[config.mk]
export PLATFORM = sky130hd
export DESIGN_NAME = time_delta_text_parser
export DESIGN_NICKNAME = d
export VERILOG_FILES = /design/src/rtl/tdp_pkg.sv /design/src/rtl/tdp_front.sv /design/src/rtl/tdp_queue.sv /design/src/rtl/tdp_back.sv /design/src/rtl/time_delta_text_parser.sv
export SDC_FILE = /design/constraint.sdc
export NUM_CORES = 1
export LEC_CHECK = 0
export BUFFER_PORTS_ARGS = -buffer_cell sky130_fd_sc_hd__buf_2
export CAP_MARGIN = 20
export CORE_ASPECT_RATIO = 1.1
export CORE_UTILIZATION = 25
export CTS_BUF_LIST = sky130_fd_sc_hd__clkbuf_4
export DETAILED_ROUTE_END_ITERATION = 10
export PLACE_DENSITY = 0.4
export SETUP_SLACK_MARGIN = 0.5
export SYNTH_ARGS = -nofsm -noshare
export SYNTH_HDL_FRONTEND = slang
export SYNTH_SLANG_ARGS = --single-unit
[constraint.sdc]
create_clock -name clk -period 14.8 [get_ports clk]
set_clock_uncertainty 0.15 [all_clocks]
set_input_delay 2.96 -clock clk [delete_from_list [all_inputs] [get_ports clk]]
set_output_delay 2.96 -clock clk [all_outputs]
set_load 0.01 [all_outputs]
[src/rtl/tdp_pkg.sv]
// ----------------------------------------------------------------------------
// Time delta parser package
// Shared character codes, parse state codes and the classified byte record
// that the front end hands to the execute stage through the queue.
// ----------------------------------------------------------------------------
`default_nettype none

package tdp_pkg;

  // Character codes
  localparam logic [7:0] CH_MINUS = 8'h2D;
  localparam logic [7:0] CH_PLUS  = 8'h2B;
  localparam logic [7:0] CH_ZERO  = 8'h30;
  localparam logic [7:0] CH_NINE  = 8'h39;
  localparam logic [7:0] CH_Y     = 8'h79;
  localparam logic [7:0] CH_A     = 8'h61;
  localparam logic [7:0] CH_M     = 8'h6D;
  localparam logic [7:0] CH_J     = 8'h6A;
  localparam logic [7:0] CH_D     = 8'h64;
  localparam logic [7:0] CH_H     = 8'h68;
  localparam logic [7:0] CH_N     = 8'h6E;
  localparam logic [7:0] CH_S     = 8'h73;

  // Number form codes
  localparam logic [2:0] FORM_NONE  = 3'd0;
  localparam logic [2:0] FORM_MINUS = 3'd1;
  localparam logic [2:0] FORM_PLUS  = 3'd2;
  localparam logic [2:0] FORM_NEG   = 3'd3;
  localparam logic [2:0] FORM_POS   = 3'd4;
  localparam logic [2:0] FORM_BAD   = 3'd5;

  // Suffix codes; slot of a unit is its code minus one
  localparam logic [3:0] SUF_EMPTY  = 4'd0;
  localparam logic [3:0] SUF_YEAR   = 4'd1;
  localparam logic [3:0] SUF_M      = 4'd2;
  localparam logic [3:0] SUF_DAY    = 4'd3;
  localparam logic [3:0] SUF_HOUR   = 4'd4;
  localparam logic [3:0] SUF_MN     = 4'd5;
  localparam logic [3:0] SUF_SECOND = 4'd6;
  localparam logic [3:0] SUF_BAD    = 4'd7;

  localparam int          UNIT_COUNT = 6;
  localparam logic [15:0] MAG_CAP    = 16'd32769;
  localparam logic [15:0] NEG_LIMIT  = 16'd32768;
  localparam logic [15:0] POS_LIMIT  = 16'd32767;

  // Queue between front end and execute stage
  localparam int QUEUE_DEPTH = 2;
  localparam int QPTR_W      = (QUEUE_DEPTH > 1) ? $clog2(QUEUE_DEPTH) : 1;
  localparam int QCNT_W      = $clog2(QUEUE_DEPTH + 1);

  // Classified text byte
  typedef struct packed {
    logic       is_num;     // sign or digit
    logic       is_sign;
    logic       minus;
    logic [3:0] digit;
    logic [3:0] suf_first;  // suffix code if it opens a suffix
    logic       is_n;       // second letter of the minute suffix
    logic       last;
  } tdp_item_t;

  // Queue status seen by the front end
  typedef struct packed {
    logic              full;
    logic              empty;
    logic [QCNT_W-1:0] count;
  } tdp_qstat_t;

endpackage

`default_nettype wire

[src/rtl/tdp_front.sv]
// ----------------------------------------------------------------------------
// Time delta parser front end
// Accepts text bytes, classifies each one and pushes the record to the queue.
// ----------------------------------------------------------------------------
`default_nettype none

module tdp_front (
  input  wire logic              in_valid,
  output logic                   in_stall,
  input  wire logic [7:0]        symbol,
  input  wire logic              last_symbol,
  input  wire tdp_pkg::tdp_qstat_t qstat,
  output logic                   push,
  output tdp_pkg::tdp_item_t     push_item
);
  import tdp_pkg::*;

  logic is_digit;
  logic is_sign;

  // Hold the source off while the queue is full
  assign in_stall = qstat.full;
  assign push     = in_valid & ~qstat.full;

  // Classify the byte
  always_comb begin
    is_digit = (symbol >= CH_ZERO) && (symbol <= CH_NINE);
    is_sign  = (symbol == CH_MINUS) || (symbol == CH_PLUS);
    push_item.is_num  = is_digit | is_sign;
    push_item.is_sign = is_sign;
    push_item.minus   = (symbol == CH_MINUS);
    push_item.digit   = symbol[3:0];
    push_item.is_n    = (symbol == CH_N);
    push_item.last    = last_symbol;
    unique case (symbol)
      CH_Y, CH_A: push_item.suf_first = SUF_YEAR;
      CH_M:       push_item.suf_first = SUF_M;
      CH_J, CH_D: push_item.suf_first = SUF_DAY;
      CH_H:       push_item.suf_first = SUF_HOUR;
      CH_S:       push_item.suf_first = SUF_SECOND;
      default:    push_item.suf_first = SUF_BAD;
    endcase
  end

endmodule

`default_nettype wire

[src/rtl/tdp_queue.sv]
// ----------------------------------------------------------------------------
// Time delta parser queue
// Short first-in first-out buffer of classified bytes between the front end
// and the execute stage.
// ----------------------------------------------------------------------------
`default_nettype none

module tdp_queue (
  input  wire logic               clk,
  input  wire logic               rst,
  input  wire logic               push,
  input  wire tdp_pkg::tdp_item_t push_item,
  input  wire logic               pop,
  output tdp_pkg::tdp_item_t      head,
  output tdp_pkg::tdp_qstat_t     qstat
);
  import tdp_pkg::*;

  tdp_item_t          entries [QUEUE_DEPTH];
  logic [QPTR_W-1:0]  wr_ptr;
  logic [QPTR_W-1:0]  rd_ptr;
  logic [QCNT_W-1:0]  count;

  assign head        = entries[rd_ptr];
  assign qstat.count = count;
  assign qstat.full  = (count == QCNT_W'(QUEUE_DEPTH));
  assign qstat.empty = (count == '0);

  // Store requests
  always_ff @(posedge clk) begin
    if (push) begin
      entries[wr_ptr] <= push_item;
    end
  end

  // Advance pointers and count
  always_ff @(posedge clk) begin
    if (rst) begin
      wr_ptr <= '0;
      rd_ptr <= '0;
      count  <= '0;
    end else begin
      if (push) begin
        wr_ptr <= (wr_ptr == QPTR_W'(QUEUE_DEPTH - 1)) ? '0 : wr_ptr + 1'b1;
      end
      if (pop) begin
        rd_ptr <= (rd_ptr == QPTR_W'(QUEUE_DEPTH - 1)) ? '0 : rd_ptr + 1'b1;
      end
      if (push && !pop) begin
        count <= count + 1'b1;
      end else if (pop && !push) begin
        count <= count - 1'b1;
      end
    end
  end

endmodule

`default_nettype wire

[src/rtl/tdp_back.sv]
// ----------------------------------------------------------------------------
// Time delta parser execute stage
// Applies one classified byte per cycle to the parse state while the queue
// holds one and no stalled result blocks a final byte, closes segments into
// unit values and registers the result of each string.
`default_nettype none

module tdp_back (
  input  wire logic               clk,
  input  wire logic               rst,
  input  wire logic               q_empty,
  input  wire tdp_pkg::tdp_item_t it,
  output logic                    pop,
  output logic                    out_valid,
  input  wire logic               out_stall,
  output logic                    ok,
  output logic signed [15:0]      years,
  output logic signed [15:0]      months,
  output logic signed [15:0]      days,
  output logic signed [15:0]      hours,
  output logic signed [15:0]      minutes,
  output logic signed [15:0]      seconds
);
  import tdp_pkg::*;

  // Parse state
  logic        in_suffix;
  logic        at_start;
  logic [15:0] magnitude;
  logic [2:0]  number_form;
  logic [3:0]  suffix_code;
  logic [15:0] unit_vals [UNIT_COUNT];
  logic        failed;

  // Next-state terms
  logic [3:0]  suf_new;
  logic [3:0]  c_suf;
  logic [2:0]  slot;
  logic        slot_ok;
  logic [15:0] unit_cur;
  logic        range_ok;
  logic        c_bad;
  logic [15:0] c_val;
  logic        do_commit;
  logic        fail_all;
  logic [15:0] mag_b;
  logic [2:0]  form_b;
  logic [18:0] prod;
  logic [15:0] magnitude_next;
  logic [2:0]  form_next;
  logic [15:0] units_next [UNIT_COUNT];
  logic        out_free;

  // Take a byte when one waits and a final byte has room to land
  assign out_free = ~out_valid | ~out_stall;
  assign pop      = ~q_empty & (~it.last | out_free);

  // Suffix letter tracking
  always_comb begin
    if (suffix_code == SUF_EMPTY) begin
      suf_new = it.suf_first;
    end else if (suffix_code == SUF_M && it.is_n) begin
      suf_new = SUF_MN;
    end else begin
      suf_new = SUF_BAD;
    end
  end

  // Segment close check
  always_comb begin
    c_suf   = it.is_num ? suffix_code : suf_new;
    slot    = 3'(c_suf - 4'd1);
    slot_ok = (c_suf != SUF_EMPTY) && (c_suf < SUF_BAD);
    unit_cur = '0;
    for (int k = 0; k < UNIT_COUNT; k++) begin
      if (slot == 3'(k)) begin
        unit_cur = unit_cur | unit_vals[k];
      end
    end
    range_ok = ((number_form == FORM_NEG) && (magnitude <= NEG_LIMIT)) ||
               ((number_form == FORM_POS) && (magnitude <= POS_LIMIT));
    c_bad    = ~slot_ok | (unit_cur != '0) | ~range_ok;
    c_val    = (number_form == FORM_NEG) ? (~magnitude + 16'd1) : magnitude;
    do_commit = (it.is_num & in_suffix) | (it.last & ~it.is_num);
    fail_all  = failed | (at_start & ~it.is_num) | (do_commit & c_bad) |
                (it.last & it.is_num);
    for (int k = 0; k < UNIT_COUNT; k++) begin
      units_next[k] = (do_commit && !c_bad && slot == 3'(k)) ? c_val : unit_vals[k];
    end
  end

  // Number accumulate on a fresh segment when a suffix just closed
  always_comb begin
    mag_b  = (in_suffix) ? '0 : magnitude;
    form_b = (in_suffix) ? FORM_NONE : number_form;
    prod   = ({3'b0, mag_b} << 3) + ({3'b0, mag_b} << 1) + 19'(it.digit);
    if (it.is_sign) begin
      magnitude_next = mag_b;
      if (form_b == FORM_NONE) begin
        form_next = it.minus ? FORM_MINUS : FORM_PLUS;
      end else begin
        form_next = FORM_BAD;
      end
    end else begin
      magnitude_next = (prod > {3'b0, MAG_CAP}) ? MAG_CAP : prod[15:0];
      if (form_b == FORM_NONE || form_b == FORM_PLUS) begin
        form_next = FORM_POS;
      end else if (form_b == FORM_MINUS) begin
        form_next = FORM_NEG;
      end else begin
        form_next = form_b;
      end
    end
  end

  // Update parse state
  always_ff @(posedge clk) begin
    if (rst) begin
      in_suffix   <= 1'b0;
      at_start    <= 1'b1;
      magnitude   <= '0;
      number_form <= FORM_NONE;
      suffix_code <= SUF_EMPTY;
      failed      <= 1'b0;
      for (int k = 0; k < UNIT_COUNT; k++) begin
        unit_vals[k] <= '0;
      end
    end else if (pop) begin
      if (it.last) begin
        in_suffix   <= 1'b0;
        at_start    <= 1'b1;
        magnitude   <= '0;
        number_form <= FORM_NONE;
        suffix_code <= SUF_EMPTY;
        failed      <= 1'b0;
        for (int k = 0; k < UNIT_COUNT; k++) begin
          unit_vals[k] <= '0;
        end
      end else begin
        at_start <= 1'b0;
        failed   <= fail_all;
        for (int k = 0; k < UNIT_COUNT; k++) begin
          unit_vals[k] <= units_next[k];
        end
        if (it.is_num) begin
          in_suffix   <= 1'b0;
          suffix_code <= SUF_EMPTY;
          magnitude   <= magnitude_next;
          number_form <= form_next;
        end else begin
          in_suffix   <= 1'b1;
          suffix_code <= suf_new;
        end
      end
    end
  end

  // Output valid
  always_ff @(posedge clk) begin
    if (rst) begin
      out_valid <= 1'b0;
    end else if (pop && it.last) begin
      out_valid <= 1'b1;
    end else if (out_valid && !out_stall) begin
      out_valid <= 1'b0;
    end
  end

  // Output payload; zero all units on a failed string
  always_ff @(posedge clk) begin
    if (pop && it.last) begin
      ok      <= ~fail_all;
      years   <= fail_all ? '0 : units_next[0];
      months  <= fail_all ? '0 : units_next[1];
      days    <= fail_all ? '0 : units_next[2];
      hours   <= fail_all ? '0 : units_next[3];
      minutes <= fail_all ? '0 : units_next[4];
      seconds <= fail_all ? '0 : units_next[5];
    end
  end

endmodule

`default_nettype wire

[src/rtl/time_delta_text_parser.sv]
// Result path: the execute stage registers the result of a string when it takes
//   the last byte of that string from the queue head, after any earlier bytes.
// Throughput: one text byte per cycle while in_stall is low; a final byte
//   waits in the two-entry queue only while the previous result is stalled.
// Reset: synchronous rst empties the queue, drops out_valid and returns the
//   parse state to the start of a string.
// ----------------------------------------------------------------------------
// Time delta text parser
// Parses signed number and unit-suffix segments of a time difference string
// into six signed 16-bit unit counts and an ok flag.
// ----------------------------------------------------------------------------
`default_nettype none

module time_delta_text_parser (
  input  wire logic              clk,
  input  wire logic              rst,
  input  wire logic              in_valid,
  output logic                   in_stall,
  input  wire logic [7:0]        symbol,
  input  wire logic              last_symbol,
  output logic                   out_valid,
  input  wire logic              out_stall,
  output logic                   ok,
  output logic signed [15:0]     years,
  output logic signed [15:0]     months,
  output logic signed [15:0]     days,
  output logic signed [15:0]     hours,
  output logic signed [15:0]     minutes,
  output logic signed [15:0]     seconds
);
  import tdp_pkg::*;

  logic       push;
  tdp_item_t  push_item;
  logic       pop;
  tdp_item_t  head;
  tdp_qstat_t qstat;

  // Classify incoming requests
  tdp_front u_front (
    .in_valid   (in_valid),
    .in_stall   (in_stall),
    .symbol     (symbol),
    .last_symbol(last_symbol),
    .qstat      (qstat),
    .push       (push),
    .push_item  (push_item)
  );

  // Buffer classified bytes
  tdp_queue u_queue (
    .clk      (clk),
    .rst      (rst),
    .push     (push),
    .push_item(push_item),
    .pop      (pop),
    .head     (head),
    .qstat    (qstat)
  );

  // Execute parse steps and register results
  tdp_back u_back (
    .clk      (clk),
    .rst      (rst),
    .q_empty  (qstat.empty),
    .it       (head),
    .pop      (pop),
    .out_valid(out_valid),
    .out_stall(out_stall),
    .ok       (ok),
    .years    (years),
    .months   (months),
    .days     (days),
    .hours    (hours),
    .minutes  (minutes),
    .seconds  (seconds)
  );

`ifndef SYNTHESIS
  // A failed string reports all units as zero
  assert property (@(posedge clk) disable iff (rst)
    (out_valid && !ok) |-> (years == '0 && months == '0 && days == '0 &&
                            hours == '0 && minutes == '0 && seconds == '0))
    else $error("failed string carries nonzero units");

  // Queue fill never exceeds its depth
  assert property (@(posedge clk) disable iff (rst)
    qstat.count <= QCNT_W'(QUEUE_DEPTH))
    else $error("queue overfilled");

  // Execute stage never takes a byte from an empty queue
  assert property (@(posedge clk) disable iff (rst)
    pop |-> !qstat.empty)
    else $error("pop from empty queue");

  // No result is presented right after reset
  assert property (@(posedge clk)
    $past(rst) |-> !out_valid)
    else $error("result valid after reset");
`endif

endmodule

`default_nettype wire
==> Word-level counts from Yosys, hierarchy flattened <==
Memories as Yosys holds them, arrays and structs flattened. A register that Yosys moved wholly into a read port is not among the register bits.
Cells that the tools add are included.
{ "classes": {"n_addsub": 8, "order_cmp": 6, "eq_ne": 21, "mux": 67, "bitwise_logic": 43, "reduce_logical": 35} }
{ "ops": {"columns": ["operator", "n"], "rows": [
  ["2-to-1 mux 16 bit", 30],
  ["OR 16 bit", 5],
  ["== test 8 x 7 -> 1 bit (second input constant)", 8],
  ["2-to-1 mux 1 bit", 21],
  ["2-to-1 mux 3 bit", 7],
  ["OR 1 bit", 21],
  ["adder 19 x 17 -> 19 bit", 1],
  ["adder 19 x 4 -> 19 bit", 1],
  ["greater-than comparator 19 x 16 -> 1 bit (second input constant)", 1],
  ["adder 16 x 1 -> 16 bit (second input constant)", 1],
  ["== test 8 x 6 -> 1 bit (second input constant)", 2],
  ["<= comparator 16 x 15 -> 1 bit (second input constant)", 1],
  ["<= comparator 16 bit (second input constant)", 1],
  ["logical AND 1 bit", 16],
  ["2-to-1 mux 4 bit", 4],
  ["inverter 16 bit", 1],
  ["nonzero test 16 bit", 1],
  ["case mux 3 bit (5 select lines)", 1],
  ["== test 3 x 2 -> 1 bit (second input constant)", 4],
  ["== test 3 bit (second input constant)", 3],
  ["inverter 1 bit", 9],
  ["greater-or-equal comparator 8 x 6 -> 1 bit (second input constant)", 1],
  ["<= comparator 8 x 6 -> 1 bit (second input constant)", 1],
  ["2-to-1 mux 2 bit", 4],
  ["other kinds (18)", 35]
]} }
{ "word_totals": {"register_bits": 128, "mem_bits_rw": 120, "in_bits": 13, "out_inout_bits": 99, "word_cells": 199, "mem_count": 2} }
{ "memory_table": {"columns": ["memory", "depth", "width", "rd", "rd_ports_with_merged_regs", "write_ports", "line_no", "source"], "rows": [
  ["u_back.unit_vals", 6, 16, 6, 0, 6, "tdp_back.sv:32", "logic [15:0] unit_vals [UNIT_COUNT];"],
  ["u_queue.entries", 2, 12, 1, 1, 1, "tdp_queue.sv:19", "tdp_item_t entries [QUEUE_DEPTH];"]
]} }

==> Logic depth before layout (Yosys ltp) <==
Gate-level depths: netlist of the first run.
{ "logic_depth": {"word_depth": 26, "depth_mapped": 16, "depth_no_buf": 14} }

==> By module <==
A second synthesis of the first run with hierarchy kept.
{ "hier_totals": {"hier_cells": 1107, "hier_area_um2": 12371.9} }
{ "modules_own_cells": {"columns": ["mod", "instances", "cells_per_inst", "area_each_um2", "seq_area_each_um2"], "rows": [
  ["tdp_back", 1, 998, 10898.0, 6336.1],
  ["tdp_queue", 1, 62, 1139.8, 880.8],
  ["tdp_front", 1, 47, 334.1, 0.0]
]} }

==> Worst setup path before layout of the first run <==
No wires, ideal clock.
{ "synth_path": {"kind": "input port to flip-flop", "startpoint": "in out_stall", "endpoint": "reg u_back.days[0] (enable)", "t_arrival_ns": 10.133, "required_time_ns": 13.950, "setup_slack_ns": 3.817, "path_stages": 1, "n_path_buf": 0, "cell_sequence": "a211oi_1"} }
{ "synth_via": {"elab_chain_cells": 5} }
{ "synth_rtl": {"columns": ["item", "line_no", "source"], "rows": [
  ["start, declared", "time_delta_text_parser.sv:22", "input wire logic out_stall,"],
  ["inverter 1 bit", "tdp_back.sv:55", "assign out_free = ~out_valid | ~out_stall;"],
  ["OR 1 bit", "tdp_back.sv:55", null],
  ["OR 1 bit", "tdp_back.sv:56", "assign pop = ~q_empty & (~it.last | out_free);"],
  ["AND 1 bit", "tdp_back.sv:56", null],
  ["logical AND 1 bit", "tdp_back.sv:171", "if (pop && it.last) begin"],
  ["end signal, assigned", "tdp_back.sv:175", "days <= fail_all ? '0 : units_next[2];"],
  ["end, declared", "tdp_back.sv:19", "output logic signed [15:0] days,"]
]} }
Every way passes these cells.
A chain may end at the register's enable or synchronous reset.

==> results of run 1 <==
[kinds of logic (layout without fill, tap and decap cells)]
logic type                 Yosys count  count (layout)  synth area share
AOI/OAI and AO/OA                  241             241             0.153
xor gates and xnor gates            32              32            0.0231
adders and majority gates           35              35            0.0373
buffers and inverters               88             275            0.0309
DFF                                248             248             0.587
muxes                               16              16            0.0138
other                                0               1                 0
and+or+nand+nor                    422             422             0.155
[final timing paths]
check                   startpoint                     to  slack, ns  cells past startpoint
max                      flip-flop        u_back.days[10]       9.15                     10
min          u_back.number_form[2]  u_back.number_form[2]       0.31                      2
max reg2reg              flip-flop        u_back.days[10]       9.15                     10
min reg2reg  u_back.number_form[2]  u_back.number_form[2]       0.31                      2
[placed cells by master (no fill, tap or decap), types with 20 or more instances in the layout]
cell type  netlist  layout
nor2_1         263     263
edfxtp_1       217     217
buf_2           12     111
clkbuf_4         0     104
a41oi_1         88      88
nand2_1         46      46
ha_1            33      33
dfxtp_1         31      31
a21oi_1         29      29
o21ai_0         23      23
nor2b_1         20      20
[critical path: cells and delay by family (launching register included)]
kind / cells / cell delay (ns)
mux: 1 / 0.86
flops: 1 / 0.30
compound gates: 4 / 2.41
buf+inv: 3 / 1.02
simple gates: 2 / 0.62
[layout make-up]
cell class                 instances  area share
timing repair buffer             131      0.0513
multi-input combinational        746       0.327
clock inverter                    20     0.00543
antenna                            1    0.000175
clock buffer                     104      0.0546
sequential                       248       0.499
inverter                          20     0.00525
tap                              645      0.0565
[per-layer routing]
layer,vias to the layer above,GRT usage,wire length [µm]
li1,4451,-,-
met1,4605,0.196,16400
met2,276,0.255,18500
met3,57,0.0370,2190
met4,0,0.0562,869
met5,-,0,0
[per-stage QoR]
stage | total power, µW | cell area (µm²) | utilization | instances
after global routing | 2850 | 14300 | 0.298 | 1915
after floorplan | 1740 | 12200 | - | 1082
after detailed placement | 2080 | 13400 | 0.279 | 1787
after global placement | 2080 | 13400 | 0.279 | 1786
final | 2670 | 14300 | 0.298 | 1915
after CTS | 2710 | 14200 | 0.297 | 1911
[sequential cells by signal, summed over array words and instances, names as in the netlist, 3 cells and up, named ones only]
register and flops:
u_back.unit_vals 96, u_queue.entries 24, u_back.days 16, u_back.hours 16, u_back.magnitude 16, u_back.minutes 16, u_back.months 16, u_back.seconds 16
u_back.years 16, u_back.number_form 3, u_back.suffix_code 3
[power by group through the flow]
| stage | combinational (µW) | clock [µW] | sequential [µW] |
|---|---|---|---|
| floorplan | 565 | 0 | 1180 |
| global placement | 928 | 0 | 1150 |
| detailed placement | 931 | 0 | 1140 |
| CTS | 934 | 646 | 1130 |
| global route | 1020 | 680 | 1150 |
| finish | 920 | 620 | 1130 |
==> metrics.yaml, run 1 <==
setup_path:
  path_cells: "buf_4 > mux2i_1 > a2bb2oi_2 > nor2_1 > buf_6 > a221oi_1 > a32o_4 > a31oi_4 > buf_4 > nor2_1"
  critPathCaptureType: "flip-flop"
  crit_path_max_incr_delay_ns: 0.93
  path_max_fanout: 98
  crit_type: "reg -> reg"
  cp_slowest_cell: "a32o_4"
  required_ns: 15.20
  setup.worst_path.start_class: "flip-flop"
  crit_arrival_ns: 6.05
route:
  drtIter0Drc: 601
  wire_per_inst_um: 19.8
  finalWirelength_um: 38000
  drtAntennaViolNets: 0
  drtPass1Iterations: 5
  vias: 9389
  drc: 0
  viasPerCell: 4.90
yosys:
  synthesis.nets: 1130
  syn_inst: 1082
  synth.avg_cell_area_um2: 11.2
  async_reset_ff_frac: 0
  netlist.top_cell.by_area: "edfxtp_1"
  synth_warnings: 0
  synth.area.top_cells: "edfxtp_1, nor2_1, a41oi_1"
  synth_top_area_frac: 0.536
  ys_ff_latch: 248
  netlist_area_mm2: 0.0122
  yosysSeqAreaShare: 0.587
  synth_most_common_cell: "nor2_1"
  synthFlopType: "edfxtp_1"
  synthDistinctLibCells: 75
  yosys-top-cells-count: "nor2_1, edfxtp_1, a41oi_1"
  synth-edff-count: 217
clocking:
  htree_levels: 3
  root_buffer: "clkbuf_4"
  cts_buffers: 70
  cts_tree: "done"
  postCtsSetupBuffers: 0
  cts_hold_buf: 0
  cts_resized: 0
  clock_path_buffers: 3
  clk_pin_slew_ns: 0.06
  cts.sinks: 248
  clk_latency_ns: 0.72
sta:
  fmax_mhz: 177
  timing.final.hold_violations: 0
  post-route-period-util: 0.382
  holdWs_ns: 0.314
  drv_slew: 0
  relSlewSlack: 0.245
  finalSetupViolations: 0
  setup_tns_ns: 0
  rsz0062_at_grt: "no"
  tightest_slew_ns: 1.13
  layout_setup_ws_ns: 9.15
  period_needed_ns: 5.65
power_and_ir_drop:
  p_leak_uw: 0.00520
  power.switching_uw: 1060
  clkPwrFrac: 0.232
  power_frac_seq: 0.423
  swShare: 0.398
  pwr_density_cell_mw_per_mm2: 187
  power.internal_uw: 1610
  irDropWorstVdd_uv: 85.7
  combinationalPowerShare: 0.345
layout:
  multi_input_comb_area_mm2: 0.00468
  synthToLayoutAreaGrowth_pct: 17.6
  fillers: 5061
  ff_latch_area_mm2: 0.00714
  finalNetCount: 1265
  drive_gt1_frac: 0.208
place:
  dp_worst_setup_slack_ns: 9.18
  place_hpwl_um: 26400
  place.gp.congestion: 0.823
  portBuffers: 111
global_routing:
  grt_max_degree: 99
  grt_overflow_total: 0
  grt_pass1_wl_um: 57600
  grt_pass1_vias: 9296
  antenna_found_initial: 1
  grt_use_total: 0.155
hold_path:
  holdCritPathClass: "reg -> reg"
die:
  fp.coreArea_mm2: 0.0479
  die_h_um: 233
  die_x_um: 212
  start_util: 0.254
  num_rows: 84
  boundaryPins: 112
  design.die.area_mm2: 0.0495
job:
  maxCapViolCount: 0
run_status:
  status: "complete, no violations"
No activity file was read; power rests on OpenSTA's default activity.
==> inputs of run 2 (changes only) <==
- clock period: 14.8 -> 5.3 ns (I/O delays scaled with it)
==> metrics.yaml, run 2 (synthesized netlist as in run 1, its figures left out) <==
power_and_ir_drop:
  power.switching_uw: 3020
  p_leak_uw: 0.00527
  power_frac_seq: 0.408
  irDropWorstVdd_uv: 219
  power.internal_uw: 4690
  combinationalPowerShare: 0.349
  clkPwrFrac: 0.244
  swShare: 0.392
  pwr_density_cell_mw_per_mm2: 534
route:
  drc: 0
  wire_per_inst_um: 20.1
  wl_met1_um: 16900
  vias: 9382
  finalWirelength_um: 38600
  highest_layer: "met4"
  wl_met3_um: 1980
  drtPass1Iterations: 5
  viasPerCell: 4.89
  drtAntennaViolNets: 0
  dr_wl_met2_um: 18700
  drtIter0Drc: 861
die:
  boundaryPins: 112
  die_h_um: 233
  start_util: 0.254
  num_rows: 84
  die_x_um: 212
  design.die.area_mm2: 0.0495
  fp.coreArea_mm2: 0.0479
setup_path:
  critPathCaptureType: "flip-flop"
  crit_buf_inv: 2
  crit_path_max_incr_delay_ns: 0.49
  required_ns: 5.83
  reg2reg_depth: 13
  crit_type: "reg -> reg"
  path_max_fanout: 11
  path_depth: 13
  path_cells: "inv_1 > nor2_1 > fa_1 > ha_1 > a211oi_1 > o21ai_0 > a211o_1 > xnor2_1 > or3b_2 > nor4bb_1 > a41oi_2 > buf_4 > o31a_1"
  setup.worst_path.start_class: "flip-flop"
  crit_arrival_ns: 4.92
  path_delay_family: "compound AO/OA/AOI/OAI gates"
  cp_slowest_cell: "fa_1"
place:
  place_hpwl_um: 27000
  portBuffers: 111
  dp_worst_setup_slack_ns: 0.542
  post-place-cells: 1796
  place.gp.congestion: 0.832
layout:
  regMostFlops: "u_back.unit_vals"
  mostFrequentLayoutCell: "nor2_1"
  largest_register_ffs: 96
  drive_gt1_frac: 0.212
  final_cells: 1920
  reg_top3: "u_back.unit_vals x96, u_queue.entries x24"
  most-common-layout-cells: "nor2_1, edfxtp_1, buf_2"
  finalNetCount: 1275
  synthToLayoutAreaGrowth_pct: 18.9
sta:
  tightest_slew_ns: 1.08
  relSlewSlack: 0.274
  timing.final.hold_violations: 0
  fmax_mhz: 228
  layout_setup_ws_ns: 0.910
  drv_slew: 0
  setup_tns_ns: 0
  period_needed_ns: 4.39
  rsz0062_at_grt: "no"
  post-route-period-util: 0.828
  finalSetupViolations: 0
clocking:
  cts_hold_buf: 0
  clock_path_buffers: 3
  cts_buffers: 71
  clk_latency_ns: 0.79
  clk_pin_slew_ns: 0.06
  cts.sinks: 248
  htree_levels: 3
  root_buffer: "clkbuf_4"
  cts_tree: "done"
global_routing:
  antenna_found_initial: 1
  grt_use_total: 0.157
  grt_pass1_vias: 9548
  grt_overflow_total: 0
  grt_max_degree: 94
  grt_pass1_wl_um: 58500
hold_path:
  hold_depth: 2
  holdCritPathClass: "reg -> reg"
job:
  maxCapViolCount: 0
run_status:
  status: "complete, no violations"
run 2: cell types whose count changed in the layout (fill, tap and decap cells not counted), sizes merged:
cell    before  now
clkinv      15   17
buf        131  140
clkbuf     104   96
inv         25   23
bufinv       0    4
run 2: timing repair:
item                       4_1_cts  5_1_grt
gates resized for setup          0        2
buffers inserted                 0        1
setup endpoints to repair        0       11
run 2: worst paths after layout:
| path | startpoint | to | slack [ns] |
|---|---|---|---|
| worst max-delay path | u_back.magnitude[0] | u_back.magnitude[0] | 0.91 |
| worst min-delay path | u_back.number_form[2] | u_back.number_form[2] | 0.32 |
| worst max register to register | u_back.magnitude[0] | u_back.magnitude[0] | 0.91 |
| worst min register to register | u_back.number_form[2] | u_back.number_form[2] | 0.32 |
run 2: final cells by class:
| type | instances | area (µm²) |
|---|---|---|
| clock buffers | 96 | 721 |
| flip-flops and latches | 248 | 7140 |
| diodes | 1 | 2.50 |
| fillers | 5056 | 33500 |
| clock inverters | 24 | 199 |
| well taps | 645 | 807 |
| repair buffers | 140 | 827 |
| multi-input cells | 746 | 4690 |
| inverters | 20 | 75.1 |
run 2: worst min-delay path, delay by kind of cell (launching register included):
kind / cells / cell delay [ns]
AND/OR/NAND/NOR: 2 / 0.10
flip-flops: 1 / 0.33
run 2: through the flow:
step | hold slack (ns) | area [µm²] | total power (µW) | utilization
after floorplan | 0.291 | 12200 | 4820 | -
after global placement | 0.315 | 13500 | 5900 | 0.282
after detailed placement | 0.320 | 13500 | 5890 | 0.282
after CTS | 0.281 | 14400 | 7820 | 0.301
after global routing | 0.305 | 14500 | 8190 | 0.302
final | 0.325 | 14500 | 7710 | 0.302
run 2: metal layers:
metal  GRT usage  vias up
met1       0.200     4563
li1            -     4476
met4      0.0713        0
met3      0.0320       61
met2       0.256      282
met5           0        -
run 2: power groups by stage:
stage / Sequential (µW) / Combinational [µW] / Clock, µW
2_1_floorplan: 3240 / 1580 / 0
3_3_place_gp: 3180 / 2720 / 0
3_5_place_dp: 3180 / 2710 / 0
4_1_cts: 3150 / 2720 / 1960
5_1_grt: 3210 / 2940 / 2050
6_report: 3140 / 2690 / 1880
